$ cat src/hw/rtl/rsps_pkg.sv
`timescale 1ns / 1ps

package rsps_pkg;

  localparam int ANGLE_BITS_DEF = 16;
  localparam int SUM_BITS_DEF   = 32;

  localparam int COUNT_BITS     = 8;
  localparam int STEP_BITS      = 8;
  localparam int KP_BITS        = 16;
  localparam int KI_BITS        = 24;
  localparam int DRIVE_BITS     = 8;
  localparam int CFG_INDEX_BITS = 3;
  localparam int CFG_MIN_BITS   = KI_BITS;

  localparam int GAIN_FRAC_BITS = 24;
  localparam int KP_FRAC_BITS   = 8;
  localparam int KP_SHIFT       = GAIN_FRAC_BITS - KP_FRAC_BITS;
  localparam int KI_SPLIT       = 12;

  localparam int DRIVE_MAX = 100;
  localparam int DRIVE_MIN = -100;

  localparam logic [COUNT_BITS-1:0] TICK_MAX = '1;

  localparam logic [KP_BITS-1:0] KP_RESET = 16'd474;

  localparam logic [CFG_INDEX_BITS-1:0] REG_DIRECTION    = 3'd0;
  localparam logic [CFG_INDEX_BITS-1:0] REG_TARGET_ANGLE = 3'd1;
  localparam logic [CFG_INDEX_BITS-1:0] REG_COUNT_LIMIT  = 3'd2;
  localparam logic [CFG_INDEX_BITS-1:0] REG_STEP_SIZE    = 3'd3;
  localparam logic [CFG_INDEX_BITS-1:0] REG_KP_GAIN      = 3'd4;
  localparam logic [CFG_INDEX_BITS-1:0] REG_KI_GAIN      = 3'd5;

  typedef struct packed {
    logic                  direction;
    logic [COUNT_BITS-1:0] count_limit;
    logic [STEP_BITS-1:0]  step_size;
  } ramp_cfg_t;

  typedef struct packed {
    logic [KP_BITS-1:0] kp_gain;
    logic [KI_BITS-1:0] ki_gain;
  } gain_cfg_t;

endpackage

$ cat src/hw/rtl/rsps_in_if.sv
`timescale 1ns / 1ps

interface rsps_in_if #(
  parameter int ANGLE_BITS = rsps_pkg::ANGLE_BITS_DEF
);
  logic                         valid;
  logic                         ready;
  logic signed [ANGLE_BITS-1:0] measured_angle;
  logic                         restart;

  modport source (output valid, output measured_angle, output restart, input ready);
  modport sink   (input valid, input measured_angle, input restart, output ready);
endinterface

$ cat src/hw/rtl/rsps_out_if.sv
`timescale 1ns / 1ps

interface rsps_out_if;
  logic                                valid;
  logic                                ready;
  logic signed [rsps_pkg::DRIVE_BITS-1:0] drive;

  modport source (output valid, output drive, input ready);
  modport sink   (input valid, input drive, output ready);
endinterface

$ cat src/hw/rtl/rsps_state.sv
`timescale 1ns / 1ps

module rsps_state #(
  parameter int ANGLE_BITS = rsps_pkg::ANGLE_BITS_DEF,
  parameter int SUM_BITS   = rsps_pkg::SUM_BITS_DEF
) (
  input  logic                         clk,
  input  logic                         rst_n,
  input  logic                         up_valid,
  output logic                         up_ready,
  input  logic signed [ANGLE_BITS-1:0] measured_angle,
  input  logic                         restart,
  input  rsps_pkg::ramp_cfg_t          ramp_cfg,
  input  logic signed [ANGLE_BITS-1:0] target_angle,
  output logic                         dn_valid,
  input  logic                         dn_ready,
  output logic signed [ANGLE_BITS+1:0] held_error,
  output logic signed [SUM_BITS-1:0]   error_sum
);
  import rsps_pkg::*;

  localparam int A  = ANGLE_BITS;
  localparam int S  = SUM_BITS;
  localparam int SW = ((S > A + 2) ? S : A + 2) + 1;

  logic                  v_r, v_nxt;
  logic signed [A:0]     ramp_r, ramp_nxt;
  logic [COUNT_BITS-1:0] tick_r, tick_nxt;
  logic signed [A+1:0]   held_r, held_nxt;
  logic signed [S-1:0]   sum_r, sum_nxt;

  logic                  fire;
  logic signed [A:0]     rp0;
  logic signed [A:0]     tgt_x;
  logic [COUNT_BITS-1:0] tick_inc;
  logic                  ramping;
  logic signed [A+1:0]   rp_ext;
  logic signed [A+1:0]   meas_ext;
  logic signed [A+1:0]   step_x;
  logic signed [A+1:0]   moved;
  logic signed [A:0]     moved_sat;
  logic signed [SW-1:0]  sum_w;

  assign up_ready   = !v_r || dn_ready;
  assign fire       = up_valid && up_ready;
  assign dn_valid   = v_r;
  assign held_error = held_r;
  assign error_sum  = sum_r;

  always_comb begin
    rp0      = restart ? {measured_angle[A-1], measured_angle} : ramp_r;
    tgt_x    = {target_angle[A-1], target_angle};
    tick_inc = (tick_r == TICK_MAX) ? tick_r : tick_r + 1'b1;
    ramping  = ramp_cfg.direction ? (rp0 >= tgt_x) : (rp0 <= tgt_x);
    rp_ext   = {rp0[A], rp0};
    meas_ext = {{2{measured_angle[A-1]}}, measured_angle};
    step_x   = $signed({{(A + 2 - STEP_BITS){1'b0}}, ramp_cfg.step_size});
    moved    = ramp_cfg.direction ? (rp_ext - step_x) : (rp_ext + step_x);
    if (moved[A+1] != moved[A]) begin
      moved_sat = moved[A+1] ? {1'b1, {A{1'b0}}} : {1'b0, {A{1'b1}}};
    end else begin
      moved_sat = moved[A:0];
    end

    ramp_nxt = ramp_r;
    tick_nxt = tick_r;
    held_nxt = held_r;
    if (ramping) begin
      held_nxt = rp_ext - meas_ext;
      if (tick_inc >= ramp_cfg.count_limit) begin
        ramp_nxt = moved_sat;
        tick_nxt = '0;
      end else begin
        ramp_nxt = rp0;
        tick_nxt = tick_inc;
      end
    end else begin
      ramp_nxt = tgt_x;
      tick_nxt = tick_inc;
    end

    sum_w = SW'(sum_r) + SW'(held_nxt);
    if ((sum_w[SW-1:S-1] == '0) || (sum_w[SW-1:S-1] == '1)) begin
      sum_nxt = sum_w[S-1:0];
    end else begin
      sum_nxt = sum_w[SW-1] ? {1'b1, {(S-1){1'b0}}} : {1'b0, {(S-1){1'b1}}};
    end

    v_nxt = fire || (v_r && !dn_ready);
  end

  always_ff @(posedge clk) begin
    if (!rst_n) begin
      v_r    <= 1'b0;
      ramp_r <= '0;
      tick_r <= '0;
      held_r <= '0;
      sum_r  <= '0;
    end else begin
      v_r <= v_nxt;
      if (fire) begin
        ramp_r <= ramp_nxt;
        tick_r <= tick_nxt;
        held_r <= held_nxt;
        sum_r  <= sum_nxt;
      end
    end
  end

endmodule

$ cat src/hw/rtl/rsps_mult.sv
`timescale 1ns / 1ps

module rsps_mult #(
  parameter int ANGLE_BITS = rsps_pkg::ANGLE_BITS_DEF,
  parameter int SUM_BITS   = rsps_pkg::SUM_BITS_DEF
) (
  input  logic                                       clk,
  input  logic                                       rst_n,
  input  logic                                       up_valid,
  output logic                                       up_ready,
  input  logic signed [ANGLE_BITS+1:0]               held_error,
  input  logic signed [SUM_BITS-1:0]                 error_sum,
  input  rsps_pkg::gain_cfg_t                        gain_cfg,
  output logic                                       dn_valid,
  input  logic                                       dn_ready,
  output logic signed [ANGLE_BITS+rsps_pkg::KP_BITS+2:0] prod_p,
  output logic signed [SUM_BITS+rsps_pkg::KI_SPLIT:0]    prod_hi,
  output logic signed [SUM_BITS+rsps_pkg::KI_SPLIT:0]    prod_lo
);
  import rsps_pkg::*;

  localparam int PXW = ANGLE_BITS + KP_BITS + 3;
  localparam int PHW = SUM_BITS + KI_SPLIT + 1;

  logic                  v_r, v_nxt;
  logic signed [PXW-1:0] px_r, px_nxt;
  logic signed [PHW-1:0] ph_r, ph_nxt;
  logic signed [PHW-1:0] pl_r, pl_nxt;
  logic                  fire;

  assign up_ready = !v_r || dn_ready;
  assign fire     = up_valid && up_ready;
  assign dn_valid = v_r;
  assign prod_p   = px_r;
  assign prod_hi  = ph_r;
  assign prod_lo  = pl_r;

  always_comb begin
    px_nxt = $signed({1'b0, gain_cfg.kp_gain}) * held_error;
    ph_nxt = $signed({1'b0, gain_cfg.ki_gain[KI_BITS-1:KI_SPLIT]}) * error_sum;
    pl_nxt = $signed({1'b0, gain_cfg.ki_gain[KI_SPLIT-1:0]}) * error_sum;
    v_nxt  = fire || (v_r && !dn_ready);
  end

  always_ff @(posedge clk) begin
    if (!rst_n) begin
      v_r <= 1'b0;
    end else begin
      v_r <= v_nxt;
    end
  end

  always_ff @(posedge clk) begin
    if (fire) begin
      px_r <= px_nxt;
      ph_r <= ph_nxt;
      pl_r <= pl_nxt;
    end
  end

endmodule

$ cat src/hw/rtl/rsps_drive.sv
`timescale 1ns / 1ps

module rsps_drive #(
  parameter int ANGLE_BITS = rsps_pkg::ANGLE_BITS_DEF,
  parameter int SUM_BITS   = rsps_pkg::SUM_BITS_DEF
) (
  input  logic                                           clk,
  input  logic                                           rst_n,
  input  logic                                           up_valid,
  output logic                                           up_ready,
  input  logic signed [ANGLE_BITS+rsps_pkg::KP_BITS+2:0] prod_p,
  input  logic signed [SUM_BITS+rsps_pkg::KI_SPLIT:0]    prod_hi,
  input  logic signed [SUM_BITS+rsps_pkg::KI_SPLIT:0]    prod_lo,
  rsps_out_if.source                                     out_ch
);
  import rsps_pkg::*;

  localparam int PXW = ANGLE_BITS + KP_BITS + 3;
  localparam int PHW = SUM_BITS + KI_SPLIT + 1;
  localparam int VW  = ((PXW + KP_SHIFT > PHW + KI_SPLIT) ?
                        PXW + KP_SHIFT : PHW + KI_SPLIT) + 2;
  localparam int QW  = VW - GAIN_FRAC_BITS;

  localparam logic signed [QW-1:0]         QMAX = QW'(DRIVE_MAX);
  localparam logic signed [QW-1:0]         QMIN = QW'(DRIVE_MIN);
  localparam logic signed [DRIVE_BITS-1:0] DMAX = DRIVE_BITS'(DRIVE_MAX);
  localparam logic signed [DRIVE_BITS-1:0] DMIN = DRIVE_BITS'(DRIVE_MIN);

  logic                         v_r, v_nxt;
  logic signed [DRIVE_BITS-1:0] drive_r, drive_nxt;
  logic                         fire;
  logic signed [VW-1:0]         total;
  logic                         bump;
  logic signed [QW-1:0]         quot;

  assign up_ready     = !v_r || out_ch.ready;
  assign fire         = up_valid && up_ready;
  assign out_ch.valid = v_r;
  assign out_ch.drive = drive_r;

  always_comb begin
    total = (VW'(prod_p) <<< KP_SHIFT) + (VW'(prod_hi) <<< KI_SPLIT) + VW'(prod_lo);
    bump  = total[VW-1] && (|total[GAIN_FRAC_BITS-1:0]);
    quot  = total[VW-1:GAIN_FRAC_BITS] + $signed({{(QW-1){1'b0}}, bump});
    priority if (quot > QMAX) begin
      drive_nxt = DMAX;
    end else if (quot < QMIN) begin
      drive_nxt = DMIN;
    end else begin
      drive_nxt = quot[DRIVE_BITS-1:0];
    end
    v_nxt = fire || (v_r && !out_ch.ready);
  end

  always_ff @(posedge clk) begin
    if (!rst_n) begin
      v_r <= 1'b0;
    end else begin
      v_r <= v_nxt;
    end
  end

  always_ff @(posedge clk) begin
    if (fire) begin
      drive_r <= drive_nxt;
    end
  end

endmodule

$ cat src/hw/rtl/ramped_setpoint_pi_servo_unit.sv
`timescale 1ns / 1ps

// Ramped-setpoint PI position servo. Each input transaction is one control tick
// and yields exactly one drive transaction, in order. The unit sustains one
// transaction per clock while the sink takes results, passing each through
// three registered stages: the first updates the ramp point, tick counter, held
// error and saturating error sum, closing the tick-to-tick loop in that stage;
// the second forms the proportional and the two halves of the integral product;
// the third adds them, truncates toward zero and clamps to +/-100 into the output
// register. Ready drops only when all three stages hold results that the sink
// has not taken. Write configuration only while the unit is idle.
module ramped_setpoint_pi_servo_unit #(
  parameter int ANGLE_BITS = rsps_pkg::ANGLE_BITS_DEF,
  parameter int SUM_BITS   = rsps_pkg::SUM_BITS_DEF,
  parameter int CFG_BITS   = (ANGLE_BITS > rsps_pkg::CFG_MIN_BITS) ?
                             ANGLE_BITS : rsps_pkg::CFG_MIN_BITS
) (
  input  logic                                clk,
  input  logic                                rst_n,
  rsps_in_if.sink                             in_ch,
  rsps_out_if.source                          out_ch,
  input  logic                                cfg_we,
  input  logic [rsps_pkg::CFG_INDEX_BITS-1:0] cfg_index,
  input  logic [CFG_BITS-1:0]                 cfg_wdata
);
  import rsps_pkg::*;

  localparam int PXW = ANGLE_BITS + KP_BITS + 3;
  localparam int PHW = SUM_BITS + KI_SPLIT + 1;

  ramp_cfg_t                   ramp_cfg_r;
  gain_cfg_t                   gain_cfg_r;
  logic signed [ANGLE_BITS-1:0] target_r;

  logic                         st_valid, st_ready;
  logic signed [ANGLE_BITS+1:0] held_error;
  logic signed [SUM_BITS-1:0]   error_sum;
  logic                         mu_valid, mu_ready;
  logic signed [PXW-1:0]        prod_p;
  logic signed [PHW-1:0]        prod_hi;
  logic signed [PHW-1:0]        prod_lo;

  always_ff @(posedge clk) begin
    if (!rst_n) begin
      ramp_cfg_r.direction   <= 1'b1;
      ramp_cfg_r.count_limit <= '0;
      ramp_cfg_r.step_size   <= '0;
      target_r               <= '0;
      gain_cfg_r.kp_gain     <= KP_RESET;
      gain_cfg_r.ki_gain     <= '0;
    end else if (cfg_we) begin
      unique case (cfg_index)
        REG_DIRECTION:    ramp_cfg_r.direction   <= cfg_wdata[0];
        REG_TARGET_ANGLE: target_r               <= cfg_wdata[ANGLE_BITS-1:0];
        REG_COUNT_LIMIT:  ramp_cfg_r.count_limit <= cfg_wdata[COUNT_BITS-1:0];
        REG_STEP_SIZE:    ramp_cfg_r.step_size   <= cfg_wdata[STEP_BITS-1:0];
        REG_KP_GAIN:      gain_cfg_r.kp_gain     <= cfg_wdata[KP_BITS-1:0];
        REG_KI_GAIN:      gain_cfg_r.ki_gain     <= cfg_wdata[KI_BITS-1:0];
        default: begin
        end
      endcase
    end
  end

  rsps_state #(
    .ANGLE_BITS (ANGLE_BITS),
    .SUM_BITS   (SUM_BITS)
  ) u_state (
    .clk            (clk),
    .rst_n          (rst_n),
    .up_valid       (in_ch.valid),
    .up_ready       (in_ch.ready),
    .measured_angle (in_ch.measured_angle),
    .restart        (in_ch.restart),
    .ramp_cfg       (ramp_cfg_r),
    .target_angle   (target_r),
    .dn_valid       (st_valid),
    .dn_ready       (st_ready),
    .held_error     (held_error),
    .error_sum      (error_sum)
  );

  rsps_mult #(
    .ANGLE_BITS (ANGLE_BITS),
    .SUM_BITS   (SUM_BITS)
  ) u_mult (
    .clk        (clk),
    .rst_n      (rst_n),
    .up_valid   (st_valid),
    .up_ready   (st_ready),
    .held_error (held_error),
    .error_sum  (error_sum),
    .gain_cfg   (gain_cfg_r),
    .dn_valid   (mu_valid),
    .dn_ready   (mu_ready),
    .prod_p     (prod_p),
    .prod_hi    (prod_hi),
    .prod_lo    (prod_lo)
  );

  rsps_drive #(
    .ANGLE_BITS (ANGLE_BITS),
    .SUM_BITS   (SUM_BITS)
  ) u_drive (
    .clk      (clk),
    .rst_n    (rst_n),
    .up_valid (mu_valid),
    .up_ready (mu_ready),
    .prod_p   (prod_p),
    .prod_hi  (prod_hi),
    .prod_lo  (prod_lo),
    .out_ch   (out_ch)
  );

  a_drive_range: assert property (@(posedge clk) disable iff (!rst_n)
    out_ch.valid |-> ((out_ch.drive <= 8'sd100) && (out_ch.drive >= -8'sd100)))
    else $error("drive outside clamp range");

  a_ready_only_when_full: assert property (@(posedge clk) disable iff (!rst_n)
    !in_ch.ready |-> (st_valid && mu_valid && out_ch.valid))
    else $error("input stalled with a free stage");

  a_product_hold: assert property (@(posedge clk) disable iff (!rst_n)
    (mu_valid && !mu_ready) |=> (mu_valid && $stable(prod_p) && $stable(prod_lo)))
    else $error("stalled product stage lost its transaction");

  a_reset_empty: assert property (@(posedge clk)
    $past(!rst_n) |-> (!out_ch.valid && !st_valid && !mu_valid))
    else $error("pipeline not empty after reset");

endmodule
$ cat src/flat_wrapper.sv
// flat-port wrapper written by rule: the top's interface ports become plain ports
module ramped_setpoint_pi_servo_unit_flat import rsps_pkg::*;
#(
  parameter int ANGLE_BITS = rsps_pkg::ANGLE_BITS_DEF,
  parameter int SUM_BITS   = rsps_pkg::SUM_BITS_DEF,
  parameter int CFG_BITS   = (ANGLE_BITS > rsps_pkg::CFG_MIN_BITS) ?
                             ANGLE_BITS : rsps_pkg::CFG_MIN_BITS
)
  (clk, rst_n, cfg_we, cfg_index, cfg_wdata, in_ch_valid, in_ch_measured_angle, in_ch_restart, in_ch_ready, out_ch_valid, out_ch_drive, out_ch_ready);
  rsps_in_if #(.ANGLE_BITS(ANGLE_BITS)) in_ch_i ();
  rsps_out_if out_ch_i ();
  input  logic clk;
  input  logic rst_n;
  input  logic cfg_we;
  input  logic [rsps_pkg::CFG_INDEX_BITS-1:0] cfg_index;
  input  logic [CFG_BITS-1:0] cfg_wdata;
  input wire logic [$bits(in_ch_i.valid)-1:0] in_ch_valid;
  input wire logic [$bits(in_ch_i.measured_angle)-1:0] in_ch_measured_angle;
  input wire logic [$bits(in_ch_i.restart)-1:0] in_ch_restart;
  output wire logic [$bits(in_ch_i.ready)-1:0] in_ch_ready;
  output wire logic [$bits(out_ch_i.valid)-1:0] out_ch_valid;
  output wire logic [$bits(out_ch_i.drive)-1:0] out_ch_drive;
  input wire logic [$bits(out_ch_i.ready)-1:0] out_ch_ready;
  assign in_ch_i.valid = in_ch_valid;
  assign in_ch_i.measured_angle = in_ch_measured_angle;
  assign in_ch_i.restart = in_ch_restart;
  assign in_ch_ready = in_ch_i.ready;
  assign out_ch_valid = out_ch_i.valid;
  assign out_ch_drive = out_ch_i.drive;
  assign out_ch_i.ready = out_ch_ready;
  ramped_setpoint_pi_servo_unit #(.ANGLE_BITS(ANGLE_BITS), .SUM_BITS(SUM_BITS), .CFG_BITS(CFG_BITS)) u_core (.clk(clk), .rst_n(rst_n), .in_ch(in_ch_i), .out_ch(out_ch_i), .cfg_we(cfg_we), .cfg_index(cfg_index), .cfg_wdata(cfg_wdata));
endmodule
$ cat config.mk
export PLATFORM = sky130hd
export DESIGN_NAME = ramped_setpoint_pi_servo_unit_flat
export DESIGN_NICKNAME = d
export VERILOG_FILES = /design/src/hw/rtl/rsps_pkg.sv /design/src/hw/rtl/rsps_in_if.sv /design/src/hw/rtl/rsps_out_if.sv /design/src/hw/rtl/rsps_state.sv /design/src/hw/rtl/rsps_mult.sv /design/src/hw/rtl/rsps_drive.sv /design/src/hw/rtl/ramped_setpoint_pi_servo_unit.sv /design/src/flat_wrapper.sv
export SDC_FILE = /design/constraint.sdc
export NUM_CORES = 2
export LEC_CHECK = 0
export ABC_AREA = 1
export BUFFER_PORTS_ARGS = -buffer_cell sky130_fd_sc_hd__buf_2
export CAP_MARGIN = 20
export CORE_MARGIN = 8
export CORE_UTILIZATION = 35
export CTS_CLUSTER_SIZE = 16
export DETAILED_ROUTE_END_ITERATION = 7
export GPL_TIMING_DRIVEN = 0
export PLACE_DENSITY_LB_ADDON = 0.1
export SYNTH_ARGS = -nofsm -noshare
export SYNTH_HDL_FRONTEND = slang
export SYNTH_SLANG_ARGS = --single-unit
$ cat constraint.sdc
create_clock -name clk -period 6.32 [get_ports clk]
set_input_delay 0.316 -clock clk [delete_from_list [all_inputs] [get_ports clk]]
set_output_delay 0.316 -clock clk [all_outputs]
set_load 0.05 [all_outputs]
## After elaboration in Yosys (flattened, before gate mapping)

Index checks and enable logic that the tools add are counted.

| storage, ports and cells | value |
|---|---|
| bits in writable memories | 0 |
| memories kept | 0 |
| register bits after elaboration | 284 |
| bits in latches | 0 |
| logic and storage cells | 86 |
| bits in read-only memories | 0 |
| input port bits | 49 |
| output and inout port bits | 10 |

| operators by class | value |
|---|---|
| equal/unequal tests | 8 |
| div/mod/pow operators | 0 |
| mux-type cells | 14 |
| magnitude comparators | 5 |
| $add $sub $neg | 8 |
| bitwise logic cells | 0 |
| reduce and logical (&&, ||, !) cells | 30 |
| shifts and indexed selects | 0 |
| multipliers | 3 |

Operators by type and width:

| kind | number |
|---|---|
| 13-bit by 32-bit multiplier with 45-bit output | 2 |
| 17-bit 2-to-1 mux | 5 |
| 32-bit 2-to-1 mux | 2 |
| 58-bit by 45-bit adder with 59-bit output | 1 |
| 51-bit by 57-bit adder with 58-bit output | 1 |
| 18-bit 2-to-1 mux | 2 |
| 35-bit by 1-bit adder with 35-bit output | 1 |
| 35-bit by 8-bit greater-than comparator with 1-bit output (second input constant) | 1 |
| 35-bit by 8-bit < comparator with 1-bit output (second input constant) | 1 |
| 17-bit by 18-bit multiplier with 35-bit output | 1 |
| 32-bit by 18-bit adder with 33-bit output | 1 |
| 8-bit 2-to-1 mux | 4 |
| 24-bit OR reduction | 1 |
| 17-bit by 9-bit adder with 18-bit output | 1 |
| 17-bit by 16-bit subtractor with 18-bit output | 1 |
| 17-bit by 9-bit subtractor with 18-bit output | 1 |
| 17-bit by 16-bit greater-or-equal comparator with 1-bit output | 1 |
| 17-bit by 16-bit less-or-equal comparator with 1-bit output | 1 |
| 2-bit AND reduction | 6 |
| 8-bit by 1-bit adder with 8-bit output (second input constant) | 1 |
| 8-bit == test (second input constant) | 1 |
| 8-bit greater-or-equal comparator | 1 |
| 1-bit logical AND | 7 |
| 1-bit logical OR | 7 |
| other kinds (10) | 17 |

## Longest topological paths before layout

| logic depth | value |
|---|---|
| depth after elaboration | 8 |
| mapped depth | 38 |
| gate-level depth less buffers | 38 |

## Modules after synthesis

A second synthesis with hierarchy kept.

| second synthesis, totals | value |
|---|---|
| cell total of the unflattened synthesis | 9187 |
| area total of the unflattened synthesis | 63752.4 um^2 |

Modules (own cells, without submodules):

| module | cells an instance | sequential area each (um^2) | area an instance (um^2) | times used |
|---|---|---|---|---|
| rsps_mult | 6097 | 3773.6 | 45451.1 | 1 |
| rsps_state | 1405 | 1521.5 | 8524.4 | 1 |
| rsps_drive | 1258 | 260.2 | 6806.5 | 1 |
| ramped_setpoint_pi_servo_unit | 427 | 1461.4 | 2970.3 | 1 |

## Least setup slack after synthesis

OpenSTA, ideal clock, no wires.

| timing | value |
|---|---|
| kind | reg-to-reg |
| start | register u_core.gain_cfg_r[26] (netlist bit) |
| end | register u_core.u_mult.px_r[32], in the netlist u_core.u_mult.prod_p[32], data pin |
| cell stages (with the launch flop) | 24 |
| setup slack | 0.048 ns |
| setup time | 0.262 ns |
| path buffers | 2 |
| required time | 6.058 ns |
| clock period less this slack | 6.272 ns |
| arrival time | 6.010 ns |
| cell sequence | dfxtp_1 > clkbuf_1 > clkbuf_1 > nand2_1 > fa_1 > inv_1 > fa_1 > fa_1 > fa_1 > inv_1 > fa_1 > inv_1 > fa_1 > ha_1 > a21oi_1 > o21ai_1 > a21boi_0 > o21ai_0 > a21boi_1 > o21bai_1 > a21boi_0 > o21ai_1 > a21oi_1 > xor2_1 |

| on the way | value |
|---|---|
| word-level cells in the longest chain between the ends | 1 |

Ends and longest elaborated chain:

| element | RTL line | RTL |
|---|---|---|
| from (decl) | ramped_setpoint_pi_servo_unit.sv:32 | `gain_cfg_t gain_cfg_r;` |
| 17-bit by 18-bit multiplier with 35-bit output | rsps_mult.sv:39 | `px_nxt = $signed({1'b0, gain_cfg.kp_gain}) * held_error;` |
| via u_core.u_mult.px_nxt[32] | rsps_mult.sv:26 | `logic signed [PXW-1:0] px_r, px_nxt;` |
| to (signal assigned) | rsps_mult.sv:55 | `px_r <= px_nxt;` |
| to (decl) | rsps_mult.sv:26 |  |

The timed path passes the listed nets, and every way through them passes these cells.
A chain may end at the register's enable or synchronous reset.

## Final worst setup path

| timing | value |
|---|---|
| start | register u_core.u_state.held_r[10], in the netlist u_core.u_state.held_error[10] |
| end | register u_core.u_mult.px_r[30], in the netlist u_core.u_mult.prod_p[30], data pin |

| on the way | value |
|---|---|
| word-level cells in the longest chain between the ends | 1 |

Ends and longest elaborated chain:

| element | RTL line | RTL |
|---|---|---|
| from (decl) | rsps_state.sv:29 | `logic signed [A+1:0] held_r, held_nxt;` |
| from (signal assigned) | rsps_state.sv:104 | `held_r <= held_nxt;` |
| 17-bit by 18-bit multiplier with 35-bit output | rsps_mult.sv:39 |  |
| via u_core.u_mult.px_nxt[30] | rsps_mult.sv:26 |  |

The timed path passes the listed nets, and every way through them passes these cells.

==> impl_results.html <==
<table>
<tr><th>Metric</th><th>Value</th></tr>
<tr><th colspan="2">Outcome</th></tr>
<tr><td>Status</td><td>finished clean</td></tr>
<tr><th colspan="2">Detailed routing</th></tr>
<tr><td>Number of search-and-repair iterations in the first detailed-routing pass</td><td>7</td></tr>
<tr><td>Number of DRC markers in iteration 0</td><td>3394</td></tr>
<tr><td>Routed vias</td><td>48840</td></tr>
<tr><td>Residual antenna-violating net count after detailed routing</td><td>0</td></tr>
<tr><td>Ratio of routed vias to standard cells</td><td>4.80</td></tr>
<tr><td>DRC violations left</td><td>0</td></tr>
<tr><td>Post-detailed-route wirelength per cell</td><td>20.7 µm</td></tr>
<tr><td>Drt total wl</td><td>211000 µm</td></tr>
<tr><th colspan="2">Placed design</th></tr>
<tr><td>Port-buffer cells</td><td>58</td></tr>
<tr><td>DP Wirelength</td><td>177000 µm</td></tr>
<tr><td>Post-Place Worst Slack</td><td>-2.38 ns</td></tr>
<tr><td>Gp weighted congestion</td><td>0.905</td></tr>
<tr><td>DP Area</td><td>0.0619 mm²</td></tr>
<tr><th colspan="2">Setup path</th></tr>
<tr><td>RR Endpoint</td><td>u_core.u_mult.prod_p[30]</td></tr>
<tr><td>Minimum setup slack among reg-to-reg paths</td><td>0.11 ns</td></tr>
<tr><td>Crit Reg-Reg Startpoint</td><td>u_core.u_state.held_error[10]</td></tr>
<tr><td>Worst reg2reg path depth</td><td>22</td></tr>
<tr><td>Number of buffers and inverters on the critical path</td><td>5</td></tr>
<tr><td>Number of stages on the worst setup path</td><td>22</td></tr>
<tr><td>Sequence of cells on the critical path</td><td>clkbuf_16, nand2_1, fa_1, inv_1, fa_1, inv_1, fa_1, fa_2, inv_1, fa_1, fa_1, ha_4, nand2_1, o21ai_2, a21boi_2, o21ai_2, a21boi_2, o21bai_4, a21boi_4, o21ai_4, buf_4, xor2_4</td></tr>
<tr><td>Startpoint types</td><td>register</td></tr>
<tr><td>Kind of end point of the critical path</td><td>register</td></tr>
<tr><td>CP Data Required Time</td><td>6.71 ns</td></tr>
<tr><td>CP startpoint</td><td>u_core.u_state.held_error[10]</td></tr>
<tr><td>Standard cell with the maximum stage delay on the critical path</td><td>sky130_fd_sc_hd__fa_2</td></tr>
<tr><td>Largest driver fanout on the critical path</td><td>6</td></tr>
<tr><td>Family of cells with the greatest summed delay on the critical path</td><td>adder cells</td></tr>
<tr><td>WP data arrival</td><td>6.60 ns</td></tr>
<tr><td>Worst setup path class</td><td>reg -&gt; reg</td></tr>
<tr><td>Most frequent CP cell</td><td>sky130_fd_sc_hd__fa_1</td></tr>
<tr><td>Critical Path Max Stage Delay</td><td>0.57 ns</td></tr>
<tr><td>Endpoint of the most critical setup path</td><td>u_core.u_mult.prod_p[30]</td></tr>
<tr><th colspan="2">Clock network</th></tr>
<tr><td>Maximum count of clock buffers along a single path</td><td>3</td></tr>
<tr><td>Level count of the clock H-tree</td><td>2</td></tr>
<tr><td>Clock-pin slew on the worst setup and hold paths</td><td>0.07 ns</td></tr>
<tr><td>Clock network latency to the later pin of the worst-skew pair</td><td>0.62 ns</td></tr>
<tr><td>Root Buffer</td><td>sky130_fd_sc_hd__clkbuf_16</td></tr>
<tr><td>TritonCTS buffer count</td><td>40</td></tr>
<tr><td>CTS tree</td><td>done</td></tr>
<tr><td>Num Clock Sinks</td><td>284</td></tr>
<tr><th colspan="2">Timing</th></tr>
<tr><td>Total of endpoints with negative setup slack in the final report</td><td>0</td></tr>
<tr><td>Min Tclk post-route</td><td>6.21 ns</td></tr>
<tr><td>Number of endpoints with negative hold slack in the final report</td><td>0</td></tr>
<tr><td>Clock Skews</td><td>0.0737 ns</td></tr>
<tr><td>Unrepaired setup endpoints after global routing</td><td>true</td></tr>
<tr><td>Worst-margin pin slew</td><td>1.06 ns</td></tr>
<tr><td>Worst rel slew slack</td><td>28.5%</td></tr>
<tr><td>Max Clk Rate</td><td>161 MHz</td></tr>
<tr><td>Final critical-path share of the clock period</td><td>98.3%</td></tr>
<tr><td>Worst setup margin</td><td>0.108 ns</td></tr>
<tr><td>Max Transition Viols Final</td><td>0</td></tr>
<tr><th colspan="2">Logic synthesis</th></tr>
<tr><td>Post-synthesis net count</td><td>9272</td></tr>
<tr><td>Number of distinct standard cells referenced by the synthesized netlist</td><td>60</td></tr>
<tr><td>Synthesized instance count</td><td>7777</td></tr>
<tr><td>Dominant combinational cell family by area after synthesis</td><td>adder cells</td></tr>
<tr><td>Compound-Gate Fraction of Synth Area</td><td>7.26%</td></tr>
<tr><td>Fraction of registers with async set or reset after synthesis</td><td>0%</td></tr>
<tr><td>Share of synthesized cell area in full adder, half adder and majority cells</td><td>43.8%</td></tr>
<tr><td>Fraction of synthesized cell area taken by the top area cell type</td><td>34.6%</td></tr>
<tr><td>Largest area contributor in the synthesized netlist</td><td>sky130_fd_sc_hd__fa_1</td></tr>
<tr><td>Prevailing post-synth register cell</td><td>sky130_fd_sc_hd__dfxtp_1</td></tr>
<tr><td>Mux contribution to synthesized area</td><td>0.0170%</td></tr>
<tr><td>Average instance area after synthesis</td><td>7.55 µm²</td></tr>
<tr><td>Register bit count reported by yosys</td><td>284</td></tr>
<tr><td>Sequential-to-total area share from yosys stat</td><td>11.9%</td></tr>
<tr><td>Simple-gate portion of the synthesized area</td><td>19.1%</td></tr>
<tr><td>Xor and xnor area share after synthesis</td><td>3.15%</td></tr>
<tr><td>Cell types occupying the most area after synthesis</td><td>sky130_fd_sc_hd__fa_1 (35%), sky130_fd_sc_hd__nand2_1 (13%), sky130_fd_sc_hd__inv_1 (12%), sky130_fd_sc_hd__ha_1 (9.2%), sky130_fd_sc_hd__edfxtp_1 (6.8%)</td></tr>
<tr><td>Post-synth design cell area</td><td>0.0587 mm²</td></tr>
<tr><td>Ranking of synthesized cells by instance count</td><td>sky130_fd_sc_hd__nand2_1 (2007), sky130_fd_sc_hd__inv_1 (1945), sky130_fd_sc_hd__fa_1 (1014)</td></tr>
<tr><td>Total number of yosys warnings</td><td>0</td></tr>
<tr><td>Most common cell in the netlist</td><td>sky130_fd_sc_hd__nand2_1</td></tr>
<tr><td>Count of flip-flops with a built-in enable after synthesis</td><td>133</td></tr>
<tr><th colspan="2">Final layout</th></tr>
<tr><td>Nets@finish</td><td>9421</td></tr>
<tr><td>Fin util</td><td>39.7%</td></tr>
<tr><td>Final non-filler cell area</td><td>0.0663 mm²</td></tr>
<tr><td>Share of post-route cells with drive strength above 1</td><td>10.3%</td></tr>
<tr><td>Layout-stage area growth over the synthesis result</td><td>12.9%</td></tr>
<tr><th colspan="2">Power and ir drop</th></tr>
<tr><td>Static power due to leakage</td><td>0.0353 µW</td></tr>
<tr><td>Worst supply voltage drop on vdd</td><td>0.718 mV</td></tr>
<tr><td>P per Cell Area</td><td>442 mW/mm²</td></tr>
<tr><th colspan="2">Floorplanning</th></tr>
<tr><td>Starting utilization of the core area</td><td>35.2%</td></tr>
<tr><td>Placement row count</td><td>150</td></tr>
<tr><td>I/O pins</td><td>59</td></tr>
<tr><td>Overall die height</td><td>426 µm</td></tr>
<tr><td>Die Span X</td><td>426 µm</td></tr>
<tr><td>Total die area</td><td>0.181 mm²</td></tr>
<tr><td>Core box area</td><td>0.167 mm²</td></tr>
<tr><th colspan="2">Global route</th></tr>
<tr><td>Antenna violations before repair</td><td>9</td></tr>
<tr><td>Largest net degree at the start of global routing</td><td>83</td></tr>
<tr><td>Global-route wire length before repair</td><td>319000 µm</td></tr>
<tr><td>Vias in the first global route</td><td>50885</td></tr>
<tr><td>Congestion Overflow GR</td><td>0</td></tr>
<tr><td>Gr usage total</td><td>23.2%</td></tr>
<tr><th colspan="2">Flow run</th></tr>
<tr><td>Number of max-cap violations</td><td>0</td></tr>
<tr><th colspan="2">Min path</th></tr>
<tr><td>Worst hold path type</td><td>in -&gt; reg</td></tr>
<tr><td>Number of cells traversed by the worst hold path</td><td>3</td></tr>
</table>
[worst reg2reg max path, cell delays in order, from the launching register on]
cell                        delay (ns)
sky130_fd_sc_hd__dfxtp_4          0.43
sky130_fd_sc_hd__clkbuf_16        0.18
sky130_fd_sc_hd__nand2_1          0.08
sky130_fd_sc_hd__fa_1             0.54
sky130_fd_sc_hd__inv_1            0.06
sky130_fd_sc_hd__fa_1             0.53
sky130_fd_sc_hd__inv_1            0.06
sky130_fd_sc_hd__fa_1             0.45
sky130_fd_sc_hd__fa_2             0.57
sky130_fd_sc_hd__inv_1            0.06
sky130_fd_sc_hd__fa_1             0.51
sky130_fd_sc_hd__fa_1             0.55
sky130_fd_sc_hd__ha_4             0.32
sky130_fd_sc_hd__nand2_1          0.06
sky130_fd_sc_hd__o21ai_2          0.18
sky130_fd_sc_hd__a21boi_2         0.10
sky130_fd_sc_hd__o21ai_2          0.18
sky130_fd_sc_hd__a21boi_2         0.10
sky130_fd_sc_hd__o21bai_4         0.19
sky130_fd_sc_hd__a21boi_4         0.11
sky130_fd_sc_hd__o21ai_4          0.25
sky130_fd_sc_hd__buf_4            0.18
sky130_fd_sc_hd__xor2_4           0.27
[registers in the layout, indices dropped and copies added, names as in the netlist]
signal and cells:
u_core.u_drive.out_ch.valid 1, u_core.u_state.error_sum 32, u_core.gain_cfg_r 40, u_core.u_state.tick_r 8, u_core.u_mult.dn_valid 1, u_core.u_state.dn_valid 1, u_core.u_mult.prod_p 35, u_core.ramp_cfg_r 17
u_core.u_mult.prod_hi 45, u_core.target_r 16, u_core.u_mult.prod_lo 45, u_core.u_state.held_error 18, u_core.u_state.ramp_r 17, u_core.u_drive.out_ch.drive 8
[per-layer routing]
| layer | wire (µm) | track usage [%] | vias up |
|---|---|---|---|
| li1 | - | - | 23288 |
| met1 | 97900 | 33.0 | 24186 |
| met2 | 94900 | 37.6 | 1157 |
| met3 | 10700 | 2.19 | 209 |
| met4 | 7180 | 7.08 | 0 |
| met5 | 0 | 0 | - |
[per-stage QoR]
step           setup TNS, ns  hold WS [ns]  instances  total power (µW)
3_5_place_dp         -145.52         0.457      10047             24600
3_3_place_gp         -154.07         0.454      10039             24700
6_report                   0        0.0665      10165             29300
2_1_floorplan              0         0.429       7777             17000
4_1_cts              -0.0721        0.0306      10109             28600
5_1_grt                -1.24        0.0802      10162             32100
[timing repair]
item,in CTS,in global routing
buffers inserted,33,61
cloned,0,1
hold buffers,7,0
pin swaps,24,57
endpoints found under the hold margin,7,0
resized for setup,575,374
endpoints found under the setup margin,123,83
[where the power goes]
part	total, µW	switching [µW]	internal (µW)
registers	3060	358	2710
clock network	2340	982	1360
logic	23900	16000	7900
[cell families (layout without fill, tap and decap cells)]
| logic type | after synthesis | count (layout) |
|---|---|---|
| compound gates | 782 | 782 |
| xor+xnor | 211 | 211 |
| fa+ha+maj | 1446 | 1446 |
| buf+inv | 2302 | 2483 |
| flops | 284 | 284 |
| mux | 1 | 1 |
| other cells | 0 | 3 |
| simple gates | 2751 | 2751 |
[cell usage in the layout (no fill, tap or decap), types with 11 or more instances in the layout]
| cell type | netlist | layout |
|---|---|---|
| sky130_fd_sc_hd__nand4_1 | 37 | 37 |
| sky130_fd_sc_hd__dfxtp_4 | 0 | 41 |
| sky130_fd_sc_hd__edfxtp_1 | 133 | 133 |
| sky130_fd_sc_hd__nor4_1 | 11 | 11 |
| sky130_fd_sc_hd__fa_1 | 1014 | 1004 |
| sky130_fd_sc_hd__dfxtp_1 | 151 | 101 |
| sky130_fd_sc_hd__clkinv_1 | 8 | 11 |
| sky130_fd_sc_hd__ha_1 | 432 | 394 |
| sky130_fd_sc_hd__o21bai_1 | 14 | 12 |
| sky130_fd_sc_hd__buf_4 | 0 | 110 |
| sky130_fd_sc_hd__buf_8 | 0 | 21 |
| sky130_fd_sc_hd__inv_1 | 1945 | 1933 |
| sky130_fd_sc_hd__ha_2 | 0 | 22 |
| sky130_fd_sc_hd__nor2_4 | 14 | 16 |
| sky130_fd_sc_hd__nand3_2 | 12 | 12 |
| sky130_fd_sc_hd__clkbuf_2 | 0 | 44 |
| sky130_fd_sc_hd__ha_4 | 0 | 16 |
| sky130_fd_sc_hd__nor3_1 | 34 | 33 |
| sky130_fd_sc_hd__a21oi_1 | 362 | 324 |
| sky130_fd_sc_hd__nand2_2 | 49 | 55 |
| sky130_fd_sc_hd__or2_2 | 11 | 11 |
| sky130_fd_sc_hd__a31oi_1 | 26 | 20 |
| sky130_fd_sc_hd__nor2_1 | 337 | 332 |
| sky130_fd_sc_hd__xor2_1 | 132 | 120 |
| sky130_fd_sc_hd__nand2_1 | 2007 | 2000 |
| sky130_fd_sc_hd__clkbuf_16 | 0 | 49 |
| sky130_fd_sc_hd__buf_2 | 2 | 71 |
| sky130_fd_sc_hd__o21ai_2 | 0 | 21 |
| sky130_fd_sc_hd__xnor2_1 | 79 | 72 |
| sky130_fd_sc_hd__o21a_1 | 23 | 23 |
| sky130_fd_sc_hd__clkbuf_1 | 306 | 61 |
| sky130_fd_sc_hd__clkbuf_4 | 0 | 49 |
| sky130_fd_sc_hd__inv_2 | 29 | 39 |
| sky130_fd_sc_hd__clkbuf_8 | 0 | 27 |
| sky130_fd_sc_hd__o21ai_0 | 280 | 238 |
| sky130_fd_sc_hd__o21ai_1 | 8 | 25 |
| sky130_fd_sc_hd__a21oi_2 | 5 | 35 |
| sky130_fd_sc_hd__buf_6 | 0 | 30 |
| sky130_fd_sc_hd__nand3_1 | 184 | 184 |
| sky130_fd_sc_hd__nor2_2 | 36 | 39 |
[layout make-up]
cell class | count | area (µm²)
fillers | 17509 | 101000
multi-input cells | 5191 | 44100
inverters | 1982 | 7450
flip-flops and latches | 284 | 7180
well taps | 2204 | 2760
plain buffers | 258 | 2180
repair buffers | 169 | 1280
clock buffers | 52 | 1090
clock inverters | 22 | 251
diodes | 3 | 7.51
[worst min path at each step]
stage	startpoint	to	slack, ns
global route	cfg_wdata[14]	u_core.gain_cfg_r[14]	0.08
finish	cfg_wdata[15]	u_core.gain_cfg_r[15]	0.07
detailed placement	u_core.ramp_cfg_r[12]	u_core.ramp_cfg_r[12]	0.46
floorplan	cfg_wdata[1]	u_core.gain_cfg_r[25]	0.43
global placement	u_core.u_state.ramp_r[7]	u_core.u_state.ramp_r[7]	0.45
CTS	cfg_wdata[15]	u_core.gain_cfg_r[15]	0.03
(Power assumes the default switching activity.)
